===== src/sv/prcm_pkg.sv =====
// Shared widths, codes and word types of planar_radius_cross_match.
// Depends on nothing; every module imports it.
package prcm_pkg;

    localparam int COORD_W     = 24;
    localparam int ID_W        = 32;
    localparam int CMD_W       = 2;
    localparam int RAD_W       = 24;
    localparam int CFG_IDX_W   = 1;
    localparam int CFG_DATA_W  = 24;

    localparam int STORE_DEPTH = 1024;
    localparam int MAX_MATCHES = 64;
    localparam int QUEUE_DEPTH = 4;

    localparam int ADDR_W = $clog2(STORE_DEPTH);
    localparam int CNT_W  = $clog2(STORE_DEPTH + 1);
    localparam int BUF_AW = (MAX_MATCHES > 1) ? $clog2(MAX_MATCHES) : 1;
    localparam int N_W    = $clog2(MAX_MATCHES + 1);
    localparam int TOT_W  = $clog2(MAX_MATCHES + 2);
    localparam int QA_W   = $clog2(QUEUE_DEPTH);
    localparam int QC_W   = $clog2(QUEUE_DEPTH + 1);

    localparam int YW         = COORD_W + 2;
    localparam int SQ_W       = 2 * COORD_W;
    localparam int D2_W       = SQ_W + 1;
    localparam int SQRT_ITERS = (D2_W + 1) / 2;
    localparam int DIST_W     = SQRT_ITERS;
    localparam int SI_W       = $clog2(SQRT_ITERS + 1);

    localparam logic [D2_W-1:0] SQRT_BIT0 = D2_W'(1) << (2 * (SQRT_ITERS - 1));

    localparam logic [CMD_W-1:0] CMD_CLEAR  = CMD_W'(0);
    localparam logic [CMD_W-1:0] CMD_LOAD   = CMD_W'(1);
    localparam logic [CMD_W-1:0] CMD_QUERY  = CMD_W'(2);
    localparam logic [CMD_W-1:0] CMD_UNUSED = CMD_W'(3);

    localparam logic [CFG_IDX_W-1:0] CFG_RADIUS  = CFG_IDX_W'(0);
    localparam logic [CFG_IDX_W-1:0] CFG_CLOSEST = CFG_IDX_W'(1);

    localparam logic [RAD_W-1:0] RADIUS_RESET = RAD_W'(256);

    typedef struct packed {
        logic [CMD_W-1:0]   cmd;
        logic [COORD_W-1:0] x;
        logic [COORD_W-1:0] y;
        logic [ID_W-1:0]    id;
    } cmd_word_t;

    typedef struct packed {
        logic [COORD_W-1:0] x;
        logic [COORD_W-1:0] y;
        logic [ID_W-1:0]    id;
    } store_entry_t;

    typedef struct packed {
        logic [ID_W-1:0] id;
        logic [D2_W-1:0] d2;
    } match_word_t;

    typedef struct packed {
        logic [RAD_W-1:0] radius;
        logic             closest;
    } cfg_t;

endpackage


===== src/sv/prcm_front.sv =====
// Front end: accepts command words, drops unused codes, queues the rest.
// Depends on prcm_pkg.
module prcm_front (
    input  logic                                aclk,
    input  logic                                aresetn,
    input  logic                                s_valid,
    output logic                                s_ready,
    input  logic [prcm_pkg::CMD_W-1:0]          s_command,
    input  logic signed [prcm_pkg::COORD_W-1:0] s_pos_x,
    input  logic signed [prcm_pkg::COORD_W-1:0] s_pos_y,
    input  logic [prcm_pkg::ID_W-1:0]           s_point_id,
    output logic                                q_valid,
    output prcm_pkg::cmd_word_t                 q_word,
    input  logic                                q_pop
);
    import prcm_pkg::*;

    cmd_word_t        fifo_reg [QUEUE_DEPTH];
    logic [QA_W-1:0]  wr_ptr_reg;
    logic [QA_W-1:0]  rd_ptr_reg;
    logic [QC_W-1:0]  fill_reg;
    logic             known;
    logic             push;
    logic             pop;

    // classify: only clear, load and query go on to the back end
    assign known   = (s_command == CMD_CLEAR) || (s_command == CMD_LOAD) ||
                     (s_command == CMD_QUERY);
    assign s_ready = (fill_reg != QC_W'(QUEUE_DEPTH));
    assign push    = s_valid && s_ready && known;
    assign q_valid = (fill_reg != '0);
    assign pop     = q_pop && q_valid;
    assign q_word  = fifo_reg[rd_ptr_reg];

    always_ff @(posedge aclk) begin
        if (push) begin
            fifo_reg[wr_ptr_reg] <= '{cmd: s_command, x: s_pos_x, y: s_pos_y,
                                      id: s_point_id};
        end
    end

    always_ff @(posedge aclk) begin
        if (!aresetn) begin
            wr_ptr_reg <= '0;
            rd_ptr_reg <= '0;
            fill_reg   <= '0;
        end else begin
            if (push) begin
                wr_ptr_reg <= (wr_ptr_reg == QA_W'(QUEUE_DEPTH - 1)) ? '0 : wr_ptr_reg + 1'b1;
            end
            if (pop) begin
                rd_ptr_reg <= (rd_ptr_reg == QA_W'(QUEUE_DEPTH - 1)) ? '0 : rd_ptr_reg + 1'b1;
            end
            if (push && !pop) begin
                fill_reg <= fill_reg + 1'b1;
            end else if (pop && !push) begin
                fill_reg <= fill_reg - 1'b1;
            end
        end
    end

endmodule


===== config.mk =====
export PLATFORM = sky130hd
export DESIGN_NAME = prcm_front
export DESIGN_NICKNAME = d
export VERILOG_FILES = /design/src/sv/prcm_pkg.sv /design/src/sv/prcm_front.sv
export SDC_FILE = /design/constraint.sdc
export NUM_CORES = 1
export LEC_CHECK = 0
export BUFFER_PORTS_ARGS = -buffer_cell sky130_fd_sc_hd__buf_2
export CAP_MARGIN = 15
export CORE_MARGIN = 1.5
export CORE_UTILIZATION = 30
export CTS_CLUSTER_DIAMETER = 120
export DETAILED_ROUTE_END_ITERATION = 12
export GPL_ROUTABILITY_DRIVEN = 0
export MAX_ROUTING_LAYER = met4
export PLACE_DENSITY_LB_ADDON = 0.12
export RECOVER_POWER = 50
export SYNTH_ARGS = -nofsm -noshare
export SYNTH_HDL_FRONTEND = slang
export SYNTH_SLANG_ARGS = --single-unit
export TNS_END_PERCENT = 1

===== constraint.sdc =====
create_clock -name aclk -period 2.3 [get_ports aclk]
set_input_delay 0 -clock aclk [delete_from_list [all_inputs] [get_ports aclk]]
set_output_delay 0 -clock aclk [all_outputs]
set_load 0.02 [all_outputs]

==> insert_results.sql <==
INSERT INTO impl_metrics (metric_group, metric, value, unit) VALUES
('run_status', 'outcome', 'completed', ''),
('detailed_routing', 'final_antenna_net_count', '0', ''),
('job', 'cap_viol_max_count', '0', ''),
('global_route', 'grt_antenna_before_repair', '2', ''),
('critical_path', 'cp_data_arrival_time', '2.66', 'ns'),
('cts', 'clockRootBuffer', 'clkbuf_16', ''),
('logic_synthesis', 'ys.flop_type', 'edfxtp_1', ''),
('floorplanning', 'design.core.area', '40100', 'µm²'),
('logic_synthesis', 'synth-warning-count', '0', ''),
('logic_synthesis', 'synth_cell_type_count', '27', ''),
('global_route', 'grt_max_degree', '44', ''),
('timing', 'highest_attainable_clock_frequency', '0.4520', 'GHz'),
('floorplanning', 'initial_core_util', '0.3065', ''),
('finish', 'final_core_occ', '0.3980', ''),
('finish', 'proportion_of_layout_cells_with_a_drive_suffix_above_1', '0.3217', ''),
('floorplanning', 'fp.dieW', '205.4', 'µm'),
('logic_synthesis', 'synth_commonest_cells', 'edfxtp_1, mux4_2, dfxtp_1', ''),
('detailed_routing', 'dr.pass1.iters', '5', ''),
('timing', 'tightest_slew', '0.7741', 'ns'),
('placed_design', 'place.detailed.hpwl', '15990', 'µm'),
('critical_path', 'critical_path_peak_fanout', '5', ''),
('detailed_routing', 'wl', '26140', 'µm'),
('floorplanning', 'io_pins', '170', ''),
('cts', 'cts-htree-levels', '2', ''),
('detailed_routing', 'drt_first_iter_violations', '306', ''),
('cts', 'tritoncts', 'yes', ''),
('logic_synthesis', 'netlist.top_cell.by_area', 'edfxtp_1', ''),
('global_route', 'grt_total_ovfl', '0', ''),
('global_route', 'grt_pass1_wl', '39980', 'µm'),
('timing', 'final_max_slew_viol_count', '0', ''),
('logic_synthesis', 'synth_sequential_area_ratio', '0.8160', ''),
('critical_path', 'startpoint_type', 'flop', ''),
('timing', 'finalHoldViolations', '0', ''),
('logic_synthesis', 'syn_area_per_cell', '25.61', 'µm²'),
('placed_design', 'placement.io_buffers', '169', ''),
('timing', 'slew-limit-headroom', '0.4839', ''),
('floorplanning', 'fp.dieArea', '42200', 'µm²'),
('logic_synthesis', 'synth_seq_cells', '337', ''),
('finish', 'areaGrowthSynthToFinish', '29.85', '%'),
('detailed_routing', 'detail_route.wl_per_cell', '19.67', 'µm'),
('finish', 'largest_register_ffs', '328', ''),
('global_route', 'grt_usage', '0.1313', ''),
('cts', 'ctsLongestPathBuffers', '3', ''),
('cts', 'cts_buffers', '38', ''),
('detailed_routing', 'drt_drc_violations_left', '0', ''),
('detailed_routing', 'num_vias', '5993', ''),
('logic_synthesis', 'netlist_top_cells_area', 'edfxtp_1, mux4_2, dfxtp_1, ha_1, buf_4', ''),
('power', 'p_leak', '5.171', 'nW'),
('global_route', 'first_global_vias', '6760', ''),
('timing', 'min_period_over_period', '0.9618', ''),
('logic_synthesis', 'yosys.area.top_type_share', '0.8013', ''),
('timing', 'setup_viol', '0', ''),
('logic_synthesis', 'post-synth-top-count-cell', 'edfxtp_1', ''),
('timing', 'worst_clock_skew', '0.008606', 'ns'),
('floorplanning', 'cell_rows', '73', ''),
('floorplanning', 'die_y', '205.4', 'µm'),
('timing', 'min_period', '2.212', 'ns'),
('timing', 'setup_repair_after_global_routing_missed_its_margin', 'no', ''),
('logic_synthesis', 'synth_cells', '480', ''),
('detailed_routing', 'via_per_inst', '4.509', ''),
('logic_synthesis', 'synth.net_count', '573', ''),
('finish', 'design.final.nets', '868', ''),
('critical_path', 'critical_path_required', '2.74', 'ns'),
('critical_path', 'crit_path_end_kind', 'flop', ''),
('logic_synthesis', 'share_of_synthesized_registers_carrying_an_async_set_or_reset', '0', ''),
('cts', 'worstSkewPairLatency', '0.52', 'ns'),
('timing', 'fin_worst_hold_slack', '0.03601', 'ns'),
('logic_synthesis', 'synth_enable_flop_cells', '328', ''),
('cts', 'cts_num_sinks', '337', ''),
('power', 'irDropWorstVdd', '0.5284', 'mV'),
('logic_synthesis', 'syn_area', '12290', 'µm²'),
('timing', 'timing.setup.tns', '0', 'ns'),
('power', 'power_per_cell_area', '1106', 'nW/µm²'),
('critical_path', 'path_class', 'reg2reg', ''),
('cts', 'clkTransAtPathRegs', '0.06', 'ns'),
('worst_hold_path', 'hp-class', 'in2reg', '');
==> worst max-delay path, cell delays in order, from the launching register on <==
cell	delay, ns
dfxtp_2	0.39
or3b_1	0.15
and3_4	0.20
ha_2	0.20
inv_1	0.06
fa_1	0.37
xor2_1	0.18
or3_2	0.44
a21boi_2	0.16
==> cell families after synthesis <==
| family | synth area share |
|---|---|
| adder cells (fa/ha/maj) | 0.007736 |
| flip-flops | 0.8160 |
| AO/OA/AOI/OAI | 0.002443 |
| AND/OR/NAND/NOR | 0.009468 |
| multiplexers | 0.1527 |
| buffers and inverters | 0.01028 |
| XOR/XNOR | 0.001425 |
==> report_power, final <==
part,switching (mW),internal (mW),total [mW]
Clock,2.27,3.67,5.95
Combinational,2.36,1.86,4.22
Sequential,0.191,7.30,7.49
==> cell usage in the layout (no fill, tap or decap), types with 4 or more instances in the layout <==
cell and count:
and2_4 4, buf_12 8, buf_2 85, buf_4 11, bufinv_16 4, clkbuf_1 91, clkbuf_16 41, clkinv_1 6
clkinv_2 8, dfxtp_1 4, dlygate4sd3_1 84, edfxtp_1 328, ha_1 5, mux4_2 82, nand2_1 7
==> per-layer routing <==
layer / vias up / part of all wire / global-route usage
li1: 2652 / - / -
met1: 3151 / 0.43 / 0.1604
met2: 148 / 0.50 / 0.2197
met3: 42 / 0.052 / 0.02993
met4: 0 / 0.017 / 0.03571
met5: - / 0 / -
==> repair_timing <==
action	4_1_cts	5_1_grt
resized for setup	3	5
hold buffers	84	0
buffers inserted	0	3
gates cloned	0	0
endpoints found under the hold margin	337	0
setup endpoints to repair	1	11
==> area by class of cell <==
class,instances,area [µm²]
fill,3636,24140
tap,525,656.9
clock inverter,20,197.7
multi-input combinational,120,2157
antenna,2,5.005
sequential,337,10040
timing repair buffer,275,1843
clock buffer,47,1049
inverter,3,11.26
==> metrics by stage <==
stage	std cells	area, µm²	total power [mW]	setup WS, ns
2_1_floorplan	480	12290	10.32	-0.1278
5_1_grt	1329	15960	18.47	0.01713
3_3_place_gp	1173	13950	11.76	0.1239
6_report	1329	15960	17.66	0.08776
3_5_place_dp	1173	13950	11.82	-0.07645
4_1_cts	1324	16040	17.98	0.01268
==> final timing paths <==
path,startpoint,endpoint,slack (ns),cells past startpoint
setup / recovery,fill_reg[0],fill_reg[2],0.09,8
hold / removal,s_valid,wr_ptr_reg[0],0.04,4
setup reg to reg,fill_reg[0],fill_reg[2],0.09,8
hold reg to reg,wr_ptr_reg[1],wr_ptr_reg[1],0.51,2
(Power assumes the default switching activity.)
